`config.mk`:
```
export PLATFORM = sky130hd
export DESIGN_NAME = rsh_ctrl
export DESIGN_NICKNAME = d
export VERILOG_FILES = /design/src/rtl/core/rsh_pkg.sv /design/src/rtl/core/rsh_ctrl.sv
export SDC_FILE = /design/constraint.sdc
export NUM_CORES = 1
export LEC_CHECK = 0
export BUFFER_PORTS_ARGS = -buffer_cell sky130_fd_sc_hd__buf_2
export CAP_MARGIN = 5
export CORE_ASPECT_RATIO = 1.25
export CORE_UTILIZATION = 59
export DETAILED_ROUTE_END_ITERATION = 8
export HOLD_SLACK_MARGIN = 0.08
export PLACE_DENSITY_LB_ADDON = 0.25
export RECOVER_POWER = 100
export SYNTH_ARGS = -nofsm -noshare
export SYNTH_HDL_FRONTEND = slang
export SYNTH_SLANG_ARGS = --single-unit
```
`constraint.sdc`:
```
create_clock -name clock -period 4 [get_ports clock]
set_input_delay 0.2 -clock clock [delete_from_list [all_inputs] [get_ports clock]]
set_output_delay 0.2 -clock clock [all_outputs]
set_load 0.05 [all_outputs]
```
`src/rtl/core/rsh_pkg.sv`:
```
`default_nettype none
// ----------------------------------------------------------------------------
// rsh_pkg
// Shared types, widths and coefficient tables of the harmonics core.
// ----------------------------------------------------------------------------
package rsh_pkg;

   localparam int DEG_W    = 3;
   localparam int ADDR_W   = 2 * DEG_W;
   localparam int LEG_DEPTH = 1 << ADDR_W;
   localparam int COORD_W  = 16;
   localparam int VAL_W    = 34;
   localparam int PROD_W   = 2 * VAL_W;
   localparam int ACC_W    = PROD_W + 1;
   localparam int R2_W     = 32;
   localparam int SREM_W   = 32;
   localparam int ROOT_W   = 30;
   localparam int DREM_W   = 30;
   localparam int QUO_W    = 29;
   localparam int STEP_W   = 5;
   localparam int COEF_W   = 19;
   localparam int ORD_W    = 4;
   localparam int FRAC     = 28;
   localparam int OUT_SH   = 40;
   localparam int COEF_MAX = 262143;
   localparam int COEF_MIN = -262144;
   localparam int SQRT_STEPS = 30;
   localparam int DIV_STEPS  = QUO_W;
   localparam int OPD_COUNT  = 14;

   localparam logic signed [VAL_W-1:0] ONE_Q28      = VAL_W'(268435456);
   localparam logic signed [VAL_W-1:0] INV_SQRT_4PI = VAL_W'(75724244);

   typedef enum logic [3:0] {
      ST_IDLE, ST_SQR, ST_SQRT, ST_DIV, ST_TRIG, ST_LEG_DIAG, ST_LEG_COL,
      ST_OUT, ST_DRAIN
   } state_type;

   typedef enum logic [3:0] {
      OPD_ZERO, OPD_X, OPD_Y, OPD_Z, OPD_UX, OPD_UY, OPD_UZ, OPD_CPW, OPD_SPW,
      OPD_PREV1, OPD_PREV2, OPD_DIAG, OPD_TMP, OPD_CONST
   } opd_type;

   typedef enum logic [1:0] {CST_A, CST_B, CST_D} cst_type;

   typedef enum logic [3:0] {
      WB_NONE, WB_ACC_LOAD, WB_ACC_ADD, WB_R2, WB_CPW, WB_SPW, WB_TMP,
      WB_TMP_SUB, WB_DIAG_INIT, WB_DIAG, WB_LEG
   } wb_type;

   typedef struct packed {
      logic                    load;
      opd_type                 a_sel;
      opd_type                 b_sel;
      cst_type                 cst_sel;
      wb_type                  wb;
      logic                    sqrt_step;
      logic                    div_init;
      logic                    div_step;
      logic                    div_store;
      logic [1:0]              comp;
      logic                    out_issue;
      logic [DEG_W-1:0]        deg;
      logic [DEG_W-1:0]        col;
      logic signed [ORD_W-1:0] ord;
      logic                    last;
   } dp_cmd_type;

   typedef logic [7:0][7:0][31:0] tab_type;

   localparam int TAB_A = 0;
   localparam int TAB_B = 1;
   localparam int TAB_D = 2;

   // round half away from zero, shift right by sh
   function automatic logic signed [ACC_W-1:0] rnd_sh(input logic signed [ACC_W-1:0] p,
                                                      input int unsigned sh);
      logic [ACC_W-1:0] mag;
      mag = p[ACC_W-1] ? ACC_W'(-p) : ACC_W'(p);
      mag = (mag + (ACC_W'(1) << (sh - 1))) >> sh;
      return p[ACC_W-1] ? -$signed(mag) : $signed(mag);
   endfunction

   function automatic logic [63:0] isqrt64(input logic [63:0] v_in);
      logic [63:0] v;
      logic [63:0] res;
      logic [63:0] bw;
      v   = v_in;
      res = '0;
      bw  = 64'h4000_0000_0000_0000;
      for (int i = 0; i < 32; i++) begin
         if (bw > v) bw = bw >> 2;
      end
      for (int i = 0; i < 32; i++) begin
         if (bw != 0) begin
            if (v >= res + bw) begin
               v   = v - (res + bw);
               res = (res >> 1) + bw;
            end else begin
               res = res >> 1;
            end
            bw = bw >> 2;
         end
      end
      return res;
   endfunction

   // shift-subtract long division, elaboration only
   function automatic logic [63:0] udiv64(input logic [63:0] n, input logic [63:0] d);
      logic [64:0] r;
      logic [63:0] q;
      r = '0;
      q = '0;
      for (int i = 63; i >= 0; i--) begin
         r = {r[63:0], n[i]};
         if (r >= {1'b0, d}) begin
            r    = r - {1'b0, d};
            q[i] = 1'b1;
         end
      end
      return q;
   endfunction

   function automatic logic [31:0] root_ratio(input int n, input int d);
      logic [63:0] num;
      num = 64'(n) << 56;
      return 32'(isqrt64(udiv64(num, 64'(d))));
   endfunction

   function automatic tab_type build_tab(input int kind);
      tab_type t;
      t = '0;
      for (int l = 0; l < 8; l++) begin
         for (int m = 0; m < 8; m++) begin
            if (kind == TAB_A && m < l) begin
               if (l == m + 1) t[l][m] = root_ratio(2 * m + 3, 1);
               else t[l][m] = root_ratio(4 * l * l - 1, l * l - m * m);
            end else if (kind == TAB_B && m + 1 < l) begin
               t[l][m] = root_ratio((l - 1) * (l - 1) - m * m, 4 * (l - 1) * (l - 1) - 1);
            end else if (kind == TAB_D && l == m && m >= 1) begin
               if (m == 1) t[l][m] = root_ratio(3, 1);
               else t[l][m] = root_ratio(2 * m + 1, 2 * m);
            end
         end
      end
      return t;
   endfunction

   localparam tab_type A_TAB = build_tab(TAB_A);
   localparam tab_type B_TAB = build_tab(TAB_B);
   localparam tab_type D_TAB = build_tab(TAB_D);

endpackage
`default_nettype wire

```
`src/rtl/core/rsh_ctrl.sv`:
```
`default_nettype none
// ----------------------------------------------------------------------------
// rsh_ctrl
// Sequencer: holds the degree register and steps the datapath through
// squaring, root, division, trig powers, Legendre diagonal and columns and output.
// ----------------------------------------------------------------------------
module rsh_ctrl import rsh_pkg::*; (
   input  wire logic             clock,
   input  wire logic             reset,
   input  wire logic             csr_wr_en,
   input  wire logic [DEG_W-1:0] csr_wr_data,
   input  wire logic             start,
   output logic                  busy,
   output dp_cmd_type            cmd
);

   state_type               state_ff, state_in;
   logic [STEP_W-1:0]       step_ff, step_in;
   logic [1:0]              comp_ff, comp_in;
   logic [DEG_W-1:0]        m_ff, m_in;
   logic [DEG_W-1:0]        l_ff, l_in;
   logic signed [ORD_W-1:0] ord_ff, ord_in;
   logic [DEG_W-1:0]        lmax_ff, lmax_in;
   logic [DEG_W-1:0]        degree_max_ff;
   logic                    ord_at_l;
   logic                    is_last;

   always_ff @(posedge clock) begin
      if (reset) begin
         state_ff      <= ST_IDLE;
         degree_max_ff <= DEG_W'(3);
      end else begin
         state_ff <= state_in;
         if (csr_wr_en) degree_max_ff <= csr_wr_data;
      end
      step_ff <= step_in;
      comp_ff <= comp_in;
      m_ff    <= m_in;
      l_ff    <= l_in;
      ord_ff  <= ord_in;
      lmax_ff <= lmax_in;
   end

   assign busy     = (state_ff != ST_IDLE);
   assign ord_at_l = (ord_ff == $signed({1'b0, l_ff}));
   assign is_last  = (l_ff == lmax_ff) && ord_at_l;

   always_comb begin
      state_in = state_ff;
      step_in  = step_ff + STEP_W'(1);
      comp_in  = comp_ff;
      m_in     = m_ff;
      l_in     = l_ff;
      ord_in   = ord_ff;
      lmax_in  = lmax_ff;
      cmd      = '0;
      cmd.comp = comp_ff;
      cmd.deg  = l_ff;
      cmd.col  = m_ff;
      cmd.ord  = ord_ff;
      case (state_ff)
         ST_IDLE: begin
            step_in = '0;
            if (start) begin
               cmd.load = 1'b1;
               lmax_in  = degree_max_ff;
               state_in = ST_SQR;
            end
         end
         ST_SQR: begin
            case (step_ff)
               5'd0: begin
                  cmd.a_sel = OPD_X;
                  cmd.b_sel = OPD_X;
               end
               5'd1: begin
                  cmd.a_sel = OPD_Y;
                  cmd.b_sel = OPD_Y;
                  cmd.wb    = WB_ACC_LOAD;
               end
               5'd2: begin
                  cmd.a_sel = OPD_Z;
                  cmd.b_sel = OPD_Z;
                  cmd.wb    = WB_ACC_ADD;
               end
               default: begin
                  cmd.wb   = WB_R2;
                  step_in  = '0;
                  state_in = ST_SQRT;
               end
            endcase
         end
         ST_SQRT: begin
            cmd.sqrt_step = 1'b1;
            if (step_ff == STEP_W'(SQRT_STEPS - 1)) begin
               step_in  = '0;
               comp_in  = '0;
               state_in = ST_DIV;
            end
         end
         ST_DIV: begin
            if (step_ff == '0) begin
               cmd.div_init = 1'b1;
            end else if (step_ff == STEP_W'(DIV_STEPS + 1)) begin
               cmd.div_store = 1'b1;
               step_in       = '0;
               if (comp_ff == 2'd2) begin
                  if (lmax_ff == '0) begin
                     m_in     = '0;
                     state_in = ST_LEG_DIAG;
                  end else begin
                     m_in     = DEG_W'(1);
                     state_in = ST_TRIG;
                  end
               end else begin
                  comp_in = comp_ff + 2'd1;
               end
            end else begin
               cmd.div_step = 1'b1;
            end
         end
         ST_TRIG: begin
            case (step_ff)
               5'd0: begin
                  cmd.a_sel = OPD_CPW;
                  cmd.b_sel = OPD_UX;
               end
               5'd1: begin
                  cmd.a_sel = OPD_SPW;
                  cmd.b_sel = OPD_UY;
                  cmd.wb    = WB_ACC_LOAD;
               end
               5'd2: begin
                  cmd.a_sel = OPD_CPW;
                  cmd.b_sel = OPD_UY;
                  cmd.wb    = WB_CPW;
               end
               5'd3: begin
                  cmd.a_sel = OPD_SPW;
                  cmd.b_sel = OPD_UX;
                  cmd.wb    = WB_ACC_LOAD;
               end
               default: begin
                  cmd.wb  = WB_SPW;
                  step_in = '0;
                  if (m_ff == lmax_ff) begin
                     m_in     = '0;
                     state_in = ST_LEG_DIAG;
                  end else begin
                     m_in = m_ff + DEG_W'(1);
                  end
               end
            endcase
         end
         ST_LEG_DIAG: begin
            cmd.deg = m_ff;
            if (m_ff != '0 && step_ff == '0) begin
               cmd.a_sel   = OPD_DIAG;
               cmd.b_sel   = OPD_CONST;
               cmd.cst_sel = CST_D;
            end else begin
               cmd.wb  = (m_ff == '0) ? WB_DIAG_INIT : WB_DIAG;
               step_in = '0;
               if (m_ff == lmax_ff) begin
                  l_in     = '0;
                  ord_in   = '0;
                  state_in = ST_OUT;
               end else begin
                  l_in     = m_ff + DEG_W'(1);
                  state_in = ST_LEG_COL;
               end
            end
         end
         ST_LEG_COL: begin
            case (step_ff)
               5'd0: begin
                  cmd.a_sel = OPD_UZ;
                  cmd.b_sel = OPD_PREV1;
               end
               5'd1: begin
                  cmd.a_sel   = OPD_CONST;
                  cmd.cst_sel = CST_B;
                  cmd.b_sel   = OPD_PREV2;
                  cmd.wb      = WB_TMP;
               end
               5'd2: begin
                  cmd.wb = WB_TMP_SUB;
               end
               5'd3: begin
                  cmd.a_sel   = OPD_CONST;
                  cmd.cst_sel = CST_A;
                  cmd.b_sel   = OPD_TMP;
               end
               default: begin
                  cmd.wb  = WB_LEG;
                  step_in = '0;
                  if (l_ff == lmax_ff) begin
                     m_in     = m_ff + DEG_W'(1);
                     state_in = ST_LEG_DIAG;
                  end else begin
                     l_in = l_ff + DEG_W'(1);
                  end
               end
            endcase
         end
         ST_OUT: begin
            cmd.out_issue = 1'b1;
            cmd.last      = is_last;
            step_in       = '0;
            if (is_last) begin
               state_in = ST_DRAIN;
            end else if (ord_at_l) begin
               l_in   = l_ff + DEG_W'(1);
               ord_in = $signed(ORD_W'(0) - ORD_W'({1'b0, l_ff}) - ORD_W'(2)) + 4'sd1;
            end else begin
               ord_in = ord_ff + 4'sd1;
            end
         end
         ST_DRAIN: begin
            if (step_ff == 5'd1) state_in = ST_IDLE;
         end
         default: begin
            state_in = ST_IDLE;
         end
      endcase
   end

endmodule
`default_nettype wire

```
==> results.sh, run 1 <==
export IMPL_rows=22
export IMPL_portBuffers=40
export IMPL_cp_data_arrival_time_ps=3100
export IMPL_synth_fp_nets=242
export IMPL_gp_congestion=0.8678
export IMPL_status="finished, final reports clean"
export IMPL_yosys_area_top_type="edfxtp_1"
export IMPL_final_antenna_net_count=0
export IMPL_drtPass1Iterations=5
export IMPL_vias=1801
export IMPL_p_leak_nw=0.8268
export IMPL_netlist_top_cells_area="edfxtp_1, dfxtp_1, nor2_1, ha_1, xor2_1"
export IMPL_finClkSkew_ps=11.12
export IMPL_maxSlewHeadroom_pct=22.89
export IMPL_die_x_um=53.03
export IMPL_coreArea_um2=3028
export IMPL_clk_path_buf_depth=2
export IMPL_ys_dominant_reg_cell="edfxtp_1"
export IMPL_grt_util_all_layers_pct=24.30
export IMPL_dp_hpwl_um=3255
export IMPL_cts_made_buffers=3
export IMPL_tightest_slew_ps=1141
export IMPL_syn_avg_cell_area_um2=8.498
export IMPL_ctsResizeCount=0
export IMPL_syn_to_final_growth_pct=9.186
export IMPL_htree_levels=1
export IMPL_cts_setup_buffers=0
export IMPL_grt_pass1_wl_um=6465
export IMPL_period_share_pct=82.50
export IMPL_synth_edf_count=15
export IMPL_p_per_area_nw_per_um2=483.1
export IMPL_timing_final_hold_violations=0
export IMPL_drt_iter0_drc=84
export IMPL_post_route_min_period_ps=3300
export IMPL_ys_async_sr_fraction_pct=0
export IMPL_synth_cells=226
export IMPL_path_class="reg -> out"
export IMPL_routed_wl_um=4305
export IMPL_hold_buffers=2
export IMPL_maxCapViolations=0
export IMPL_antenna_cells=0
export IMPL_min_path_type="in -> reg"
export IMPL_fmax_mhz=303.0
export IMPL_final_nets=280
export IMPL_drc=0
export IMPL_ys_seq_elements=27
export IMPL_synth_commonest_cells="nor2_1, nand2_1, edfxtp_1"
export IMPL_ir_drop_uv=364.1
export IMPL_clk_pin_slew_worst_paths_ps=160
export IMPL_antenna_found_initial=0
export IMPL_grt_max_degree=28
export IMPL_cts_sinks=27
export IMPL_die_h_um=65.79
export IMPL_ioPinCount=41
export IMPL_cp_start_kind="flop"
export IMPL_clk_latency_ps=330
export IMPL_rr_worst_depth=6
export IMPL_required_ps=3800
export IMPL_setup_tns_final_ps=0
export IMPL_ys_types=49
export IMPL_grt_pass1_vias=1506
export IMPL_drv_slew=0
export IMPL_synth_most_common_cell="nor2_1"
export IMPL_yosysWarnings=0
export IMPL_initial_core_util_pct=63.43
export IMPL_seq_area_frac_synth_pct=35.96
export IMPL_rsz0062_at_grt="false"
export IMPL_hold_path_depth=3
export IMPL_routed_via_density=6.023
export IMPL_drive_gt1_share_pct=6.084
export IMPL_netlist_area_um2=1921
export IMPL_cts_tree="yes"
export IMPL_end_kind="primary output"
export IMPL_setup_viol=0
export IMPL_cts_root_buf="clkbuf_4"
export IMPL_hold_ws_ps=101.3
export IMPL_yosysTopAreaCellShare_pct=23.45
export IMPL_crit_path_max_fanout=12
export IMPL_die_area_um2=3489
export IMPL_grt_ovfl_total=0
export IMPL_wl_per_cell_um=14.40
## metrics by stage
step                area, um^2  utilization (%)  total power, W  cells  worst slack, ps
floorplan                 1921                -       0.0008096    226            694.7
global placement          2125            70.17       0.0009044    293             1564
detailed placement        2125            70.17       0.0009118    293             1471
CTS                       2175            71.82        0.001033    299             1097
global route              2097            69.26        0.001072    299            501.0
finish                    2097            69.26        0.001013    299            700.1
## layout by cell type (no fill, tap or decap), types with 3 or more instances in the layout
master / n
xnor2_1: 7
nor4b_1: 3
o21ai_0: 15
buf_2: 7
clkbuf_1: 34
nand2_1: 20
xor2_1: 9
dfxtp_1: 12
a21oi_1: 13
nor2_1: 32
clkbuf_4: 3
nor3_1: 5
inv_1: 12
a21o_1: 4
nor2b_1: 5
nand3_1: 11
nand4_1: 3
ha_1: 9
edfxtp_1: 15
## final timing paths
path,start,to,slack [ps]
worst max-delay path,step_ff[3]$_DFF_P_,cmd[28],700
worst min-delay path,csr_wr_data[2],degree_max_ff[2]$_SDFFE_PP0P_,100
worst max register to register,l_ff[2]$_DFFE_PP_,state_ff[2]$_SDFFE_PP0P_,790
worst min register to register,degree_max_ff[0]$_SDFFE_PP1P_,lmax_ff[0]$_DFFE_PP_,460
## flip-flops by register name, indices dropped and copies added (netlist names)
register and flops:
comp_ff 2, degree_max_ff 3, l_ff 3, lmax_ff 3, m_ff 3, ord_ff 4, state_ff 4, step_ff 5
## report_power, final
part	switching, W	internal (W)	leakage [nW]
clock network	0.0000839	0.0000382	0.0139
registers	0.0000544	0.000326	0.241
logic	0.000369	0.000142	0.572
## critical path, cell delays in order, from the launching register on
cell and delay [ps]:
dfxtp_1 390, nor3_1 840, o21ai_0 540, nor2_1 260, a31oi_1 70, o211ai_1 200, clkbuf_1 480
## final cells by class
cell class                      instances  area [um^2]
Sequential cell                        27        690.7
Timing Repair Buffer                   43        182.7
Clock buffer                            3        22.52
Tap cell                               36        45.04
Inverter                               12        45.04
Multi-Input combinational cell        177         1104
Fill cell                             277        930.9
Clock inverter                          1        7.507
## cells by family (layout without fill, tap and decap cells)
group                    after synthesis  in the layout  share of synthesized area [%]
AND/OR/NAND/NOR                       94             94                          24.63
AO/OA/AOI/OAI                         54             54                          19.15
flip-flops                            27             27                          35.96
buffers and inverters                 22             59                          4.885
XOR/XNOR                              16             16                          7.297
adder cells (fa/ha/maj)                9              9                          5.863
multiplexers                           4              4                          2.215
## metal layers
metal,track usage [%],wire length (um),up-vias
li1,-,-,888
met1,31.30,1906,831
met2,42.41,2136,73
met3,2.759,203,9
met4,5.921,58,0
met5,0,0,-
(Power assumes the default switching activity.)
==> inputs of run 2 (changes only) <==
--- a/config.mk
+++ b/config.mk
@@ -8,7 +8,7 @@
 export BUFFER_PORTS_ARGS = -buffer_cell sky130_fd_sc_hd__buf_2
 export CAP_MARGIN = 5
 export CORE_ASPECT_RATIO = 1.25
-export CORE_UTILIZATION = 59
+export CORE_UTILIZATION = 54
 export DETAILED_ROUTE_END_ITERATION = 8
 export HOLD_SLACK_MARGIN = 0.08
 export PLACE_DENSITY_LB_ADDON = 0.25
==> constraint.sdc (replaced) <==
create_clock -name clock -period 3.4 [get_ports clock]
set_input_delay 0.17 -clock clock [delete_from_list [all_inputs] [get_ports clock]]
set_output_delay 0.17 -clock clock [all_outputs]
set_load 0.05 [all_outputs]
==> results.sh, run 2 (same netlist as run 1, synthesis figures left out) <==
export IMPL_vias=1744
export IMPL_rsz0062_at_grt="false"
export IMPL_fillers=316
export IMPL_rows=23
export IMPL_largest_register="step_ff"
export IMPL_gp_congestion=0.8393
export IMPL_status="finished, final reports clean"
export IMPL_ioPinCount=41
export IMPL_crit_chain="xor2_1, nor4_1, nand2_2, a2111oi_2, a21oi_1, a311oi_1"
export IMPL_p_per_area_nw_per_um2=588.6
export IMPL_drtPass1Iterations=4
export IMPL_die_x_um=55.34
export IMPL_pre_cts_slack_ps=960.7
export IMPL_p_leak_nw=0.8448
export IMPL_antenna_cells=0
export IMPL_end_kind="flop"
export IMPL_cts_tree="yes"
export IMPL_r2r_slack_ps=470
export IMPL_dp_hpwl_um=3360
export IMPL_period_share_pct=86.04
export IMPL_timing_rr_end="state_ff[0]$_SDFFE_PP0P_"
export IMPL_crit_cells=6
export IMPL_portBuffers=40
export IMPL_endpoint="state_ff[0]$_SDFFE_PP0P_"
export IMPL_layout_common_cells="nor2_1, clkbuf_1, nand2_1"
export IMPL_clk_pin_slew_worst_paths_ps=100
export IMPL_r2r_start="l_ff[2]$_DFFE_PP_"
export IMPL_tightest_slew_ps=1059
export IMPL_final_antenna_net_count=0
export IMPL_multiInputGateArea_um2=1109
export IMPL_min_path_type="in -> reg"
export IMPL_clk_path_buf_depth=2
export IMPL_cts_made_buffers=3
export IMPL_hold_buffers=0
export IMPL_path_class="reg -> reg"
export IMPL_drc=0
export IMPL_register_area_um2=690.7
export IMPL_cts_setup_buffers=0
export IMPL_timing_final_hold_violations=0
export IMPL_final_common_cell="nor2_1"
export IMPL_maxSlewHeadroom_pct=28.43
export IMPL_maxCapViolations=0
export IMPL_clk_latency_ps=280
export IMPL_grt_max_degree=28
export IMPL_initial_core_util_pct=58.03
export IMPL_cts_root_buf="clkbuf_8"
export IMPL_finClkSkew_ps=2.384
export IMPL_setup_viol=0
export IMPL_cp_startpoint="l_ff[2]$_DFFE_PP_"
export IMPL_setup_tns_final_ps=0
export IMPL_post_route_min_period_ps=2925
export IMPL_hold_path_depth=2
export IMPL_cp_slowest_cell="nor4_1"
export IMPL_grt_pass1_vias=1533
export IMPL_htree_levels=1
export IMPL_drive_gt1_share_pct=8.015
export IMPL_cp_start_kind="flop"
export IMPL_grt_util_all_layers_pct=22.99
export IMPL_cp_data_arrival_time_ps=3120
export IMPL_coreArea_um2=3309
export IMPL_ctsResizeCount=0
export IMPL_rr_worst_depth=6
export IMPL_ir_drop_uv=396.8
export IMPL_die_h_um=68.68
export IMPL_crit_buf_inv=0
export IMPL_cts_sinks=27
export IMPL_hold_ws_ps=91.39
export IMPL_final_nets=279
export IMPL_routed_via_density=5.833
export IMPL_drt_iter0_drc=52
export IMPL_grt_pass1_wl_um=6920
export IMPL_largest_reg_flops=5
export IMPL_reg_top3="step_ff (5), ord_ff (4), state_ff (4)"
export IMPL_routed_wl_um=4406
export IMPL_path_delay_family="compound AO/OA/AOI/OAI gates"
export IMPL_crit_path_max_fanout=6
export IMPL_die_area_um2=3800
export IMPL_fmax_mhz=341.8
export IMPL_drv_slew=0
export IMPL_power_w=0.001244
export IMPL_antenna_found_initial=0
export IMPL_grt_ovfl_total=0
export IMPL_syn_to_final_growth_pct=10.03
export IMPL_required_ps=3600
export IMPL_wl_per_cell_um=14.74
export IMPL_max_stage_delay_ps=890
export IMPL_setup_slack_ps=474.6
==> run 2: metrics by stage <==
step	utilization (%)	cells	cell area, um^2
after detailed placement	64.46	295	2133
after floorplan	-	226	1921
final	63.86	299	2113
after global routing	63.86	299	2113
after CTS	65.94	299	2182
after global placement	64.46	295	2133
==> run 2: layer usage <==
| metal | share of wire (%) | up-vias | track usage (%) | wire length (um) |
|---|---|---|---|---|
| met5 | 0 | - | 0 | 0 |
| met4 | 1.5 | 0 | 10.00 | 65 |
| met3 | 4.7 | 7 | 2.612 | 208 |
| met2 | 52 | 58 | 42.92 | 2280 |
| met1 | 42 | 791 | 27.01 | 1851 |
| li1 | - | 888 | - | - |
==> run 2: cell type report <==
cell class	count	area share, %
clock buffers	3	1.954
clock inverters	1	0.3552
inverters	12	2.131
multi-input cells	177	52.46
flip-flops and latches	27	32.68
well taps	37	2.191
repair buffers	42	8.230
==> run 2: how the worst min path moves through the flow <==
stage                                          to           start
floorplan                state_ff[3]$_SDFFE_PP0P_           reset
CTS                 degree_max_ff[0]$_SDFFE_PP1P_  csr_wr_data[0]
detailed placement  degree_max_ff[0]$_SDFFE_PP1P_  csr_wr_data[0]
global placement    degree_max_ff[0]$_SDFFE_PP1P_  csr_wr_data[0]
finish              degree_max_ff[0]$_SDFFE_PP1P_  csr_wr_data[0]
global route        degree_max_ff[0]$_SDFFE_PP1P_  csr_wr_data[0]
==> run 2: report_power, final <==
part           internal, W  total [W]  switching [W]
Combinational     0.000173   0.000606       0.000433
Clock            0.0000834   0.000191       0.000107
Sequential        0.000383   0.000448      0.0000646
Total             0.000639    0.00124       0.000605
==> inputs of run 3 (changes only) <==
--- a/config.mk
+++ b/config.mk
@@ -5,13 +5,14 @@
 export SDC_FILE = /design/constraint.sdc
 export NUM_CORES = 1
 export LEC_CHECK = 0
+export ABC_AREA = 1
 export BUFFER_PORTS_ARGS = -buffer_cell sky130_fd_sc_hd__buf_2
 export CAP_MARGIN = 5
 export CORE_ASPECT_RATIO = 1.25
-export CORE_UTILIZATION = 54
+export CORE_UTILIZATION = 55
 export DETAILED_ROUTE_END_ITERATION = 8
 export HOLD_SLACK_MARGIN = 0.08
-export PLACE_DENSITY_LB_ADDON = 0.25
+export PLACE_DENSITY = 0.8
 export RECOVER_POWER = 100
 export SYNTH_ARGS = -nofsm -noshare
 export SYNTH_HDL_FRONTEND = slang
==> results.sh, run 3 <==
export IMPL_met1_usage_pct=29.34
export IMPL_met3_usage_pct=1.645
export IMPL_maxSlewHeadroom_pct=44.66
export IMPL_syn_to_final_growth_pct=10.22
export IMPL_largest_reg_flops=5
export IMPL_grt_max_degree=17
export IMPL_synth_fp_nets=311
export IMPL_crit_path_max_fanout=6
export IMPL_min_from="csr_wr_data[0]"
export IMPL_rows=24
export IMPL_cp_start_kind="flop"
export IMPL_routed_wl_um=4574
export IMPL_register_area_um2=690.7
export IMPL_rsz0062_at_grt="false"
export IMPL_yosysTopAreaCellShare_pct=21.65
export IMPL_grt_pass1_wl_um=7583
export IMPL_cts_tree="yes"
export IMPL_ctsResizeCount=0
export IMPL_p_leak_nw=1.120
export IMPL_reg_top3="step_ff (5), ord_ff (4), state_ff (4)"
export IMPL_netlist_top_cells_area="edfxtp_1, nand2_1, dfxtp_1, inv_1, nor2_1"
export IMPL_rr_worst_depth=6
export IMPL_largest_register="step_ff"
export IMPL_min_path_type="in -> reg"
export IMPL_vias=1972
export IMPL_dp_hpwl_um=3633
export IMPL_final_common_cell="nand2_1"
export IMPL_die_h_um=70.77
export IMPL_wl_per_cell_um=12.10
export IMPL_cts_setup_buffers=0
export IMPL_layout_common_cells="nand2_1, inv_1, nor2_1"
export IMPL_clk_latency_ps=270
export IMPL_use_met2_pct=41.96
export IMPL_grt_pass1_vias=1820
export IMPL_synth_commonest_cells="nand2_1, inv_1, nor2_1"
export IMPL_drt_iter0_drc=82
export IMPL_synth_edf_count=15
export IMPL_clk_path_buf_depth=2
export IMPL_fillers=353
export IMPL_tightest_slew_ps=822.5
export IMPL_timing_final_hold_violations=0
export IMPL_netlist_area_um2=2081
export IMPL_portBuffers=40
export IMPL_final_nets=356
export IMPL_ys_seq_elements=27
export IMPL_drtPass1Iterations=6
export IMPL_fin_cells=378
export IMPL_routed_via_density=5.217
export IMPL_syn_avg_cell_area_um2=7.053
export IMPL_initial_core_util_pct=58.72
export IMPL_htree_levels=1
export IMPL_violations="DRC"
export IMPL_drive_gt1_share_pct=11.80
export IMPL_status="finished, violations left"
export IMPL_die_x_um=57.02
export IMPL_period_share_pct=77.20
export IMPL_ys_dominant_reg_cell="edfxtp_1"
export IMPL_pre_cts_slack_ps=1372
export IMPL_hold_buffers=0
export IMPL_min_to="degree_max_ff[0]$_SDFFE_PP1P_"
export IMPL_post_route_min_period_ps=2625
export IMPL_cp_data_arrival_time_ps=2450
export IMPL_synth_most_common_cell="nand2_1"
export IMPL_maxCapViolations=0
export IMPL_coreArea_um2=3543
export IMPL_dpl_cell_count=374
export IMPL_final_util_pct=64.72
export IMPL_r2r_start="state_ff[1]$_SDFFE_PP0P_"
export IMPL_timing_rr_end="m_ff[1]$_DFFE_PP_"
export IMPL_yosysWarnings=0
export IMPL_cts_made_buffers=3
export IMPL_seq_area_frac_synth_pct=33.19
export IMPL_die_area_um2=4035
export IMPL_drv_slew=0
export IMPL_antenna_found_initial=0
export IMPL_grt_util_all_layers_pct=23.27
export IMPL_finClkSkew_ps=8.682
export IMPL_fmax_mhz=381.0
export IMPL_busiest_layer="met2"
export IMPL_antenna_cells=0
export IMPL_required_ps=3230
export IMPL_path_class="reg -> out"
export IMPL_gp_congestion=0.9183
export IMPL_grt_ovfl_total=0
export IMPL_end_kind="primary output"
export IMPL_ys_async_sr_fraction_pct=0
export IMPL_p_per_area_nw_per_um2=798.8
export IMPL_hold_path_depth=3
export IMPL_ir_drop_uv=441.9
export IMPL_hold_ws_ps=110.1
export IMPL_setup_viol=0
export IMPL_ioPinCount=41
export IMPL_drc=4
export IMPL_multiInputGateArea_um2=1152
export IMPL_yosys_area_top_type="edfxtp_1"
export IMPL_clk_pin_slew_worst_paths_ps=90
export IMPL_setup_slack_ps=775.4
export IMPL_cts_root_buf="clkbuf_8"
export IMPL_synth_cells=295
export IMPL_setup_tns_final_ps=0
export IMPL_final_antenna_net_count=0
export IMPL_cts_sinks=27
export IMPL_r2r_slack_ps=1190
export IMPL_ys_types=27
run 3: cell count changes after synthesis, sizes merged, moves of 5 or more:
cell / change
nand3: +7
nor2b: -5
clkbuf: -6
inv: +39
nand2: +64
xor2: -5
nor2: +18
run 3: cell type report:
type                            count  share of cell area [%]
Multi-Input combinational cell    216                   50.25
Sequential cell                    27                   30.11
Inverter                           52                   8.511
Timing Repair Buffer               40                   6.874
Tap cell                           39                   2.128
Clock buffer                        3                   1.800
Clock inverter                      1                  0.3273
run 3: worst max-delay path by stage:
stage                             start                       to  slack [ps]  cells after the start
2_1_floorplan  state_ff[2]$_SDFFE_PP0P_  ord_ff[0]$_SDFFCE_PN0P_         340                      7
6_report       state_ff[2]$_SDFFE_PP0P_                   cmd[0]         780                      7
4_1_cts               m_ff[0]$_DFFE_PP_                  cmd[31]        1110                     10
3_3_place_gp          m_ff[0]$_DFFE_PP_        l_ff[0]$_DFFE_PP_        1410                      8
5_1_grt        state_ff[2]$_SDFFE_PP0P_                   cmd[0]         600                      7
3_5_place_dp          m_ff[0]$_DFFE_PP_        l_ff[0]$_DFFE_PP_        1370                      8
run 3: kinds of logic (layout without fill, tap and decap cells):
| kind of cell | after synthesis | count (layout) | share of synthesized area (%) |
|---|---|---|---|
| AO/OA/AOI/OAI | 38 | 38 | 10.46 |
| XOR/XNOR | 11 | 11 | 4.630 |
| adder cells (fa/ha/maj) | 9 | 9 | 5.412 |
| buffers and inverters | 52 | 96 | 9.380 |
| flip-flops | 27 | 27 | 33.19 |
| AND/OR/NAND/NOR | 158 | 158 | 36.92 |
run 3: critical path: stages, from the launching register on:
cell	delay (ps)
dfxtp_1	360
inv_1	90
nor2_1	270
inv_1	180
nor2_1	290
inv_1	200
nor3_1	300
clkbuf_1	500
run 3: stage by stage:
step,instance area (um^2),power (W)
after floorplan,2081,0.001469
after global placement,2330,0.001687
after detailed placement,2330,0.001701
after CTS,2379,0.001884
after global routing,2293,0.001961
final,2293,0.001832
run 3: where the power goes:
part	switching, W	total (W)	leakage, nW	internal [W]
Clock	0.000105	0.000188	0.0217	0.0000831
Combinational	0.000853	0.00115	0.867	0.000294
Sequential	0.0000753	0.000498	0.232	0.000422
Total	0.00103	0.00183	1.12	0.000799
run 3: metal layers:
| metal | wire length [um] | vias to the layer above |
|---|---|---|
| met2 | 2325 | 48 |
| met1 | 2045 | 893 |
| li1 | - | 1025 |
| met5 | 0 | - |
| met4 | 57 | 0 |
| met3 | 145 | 6 |
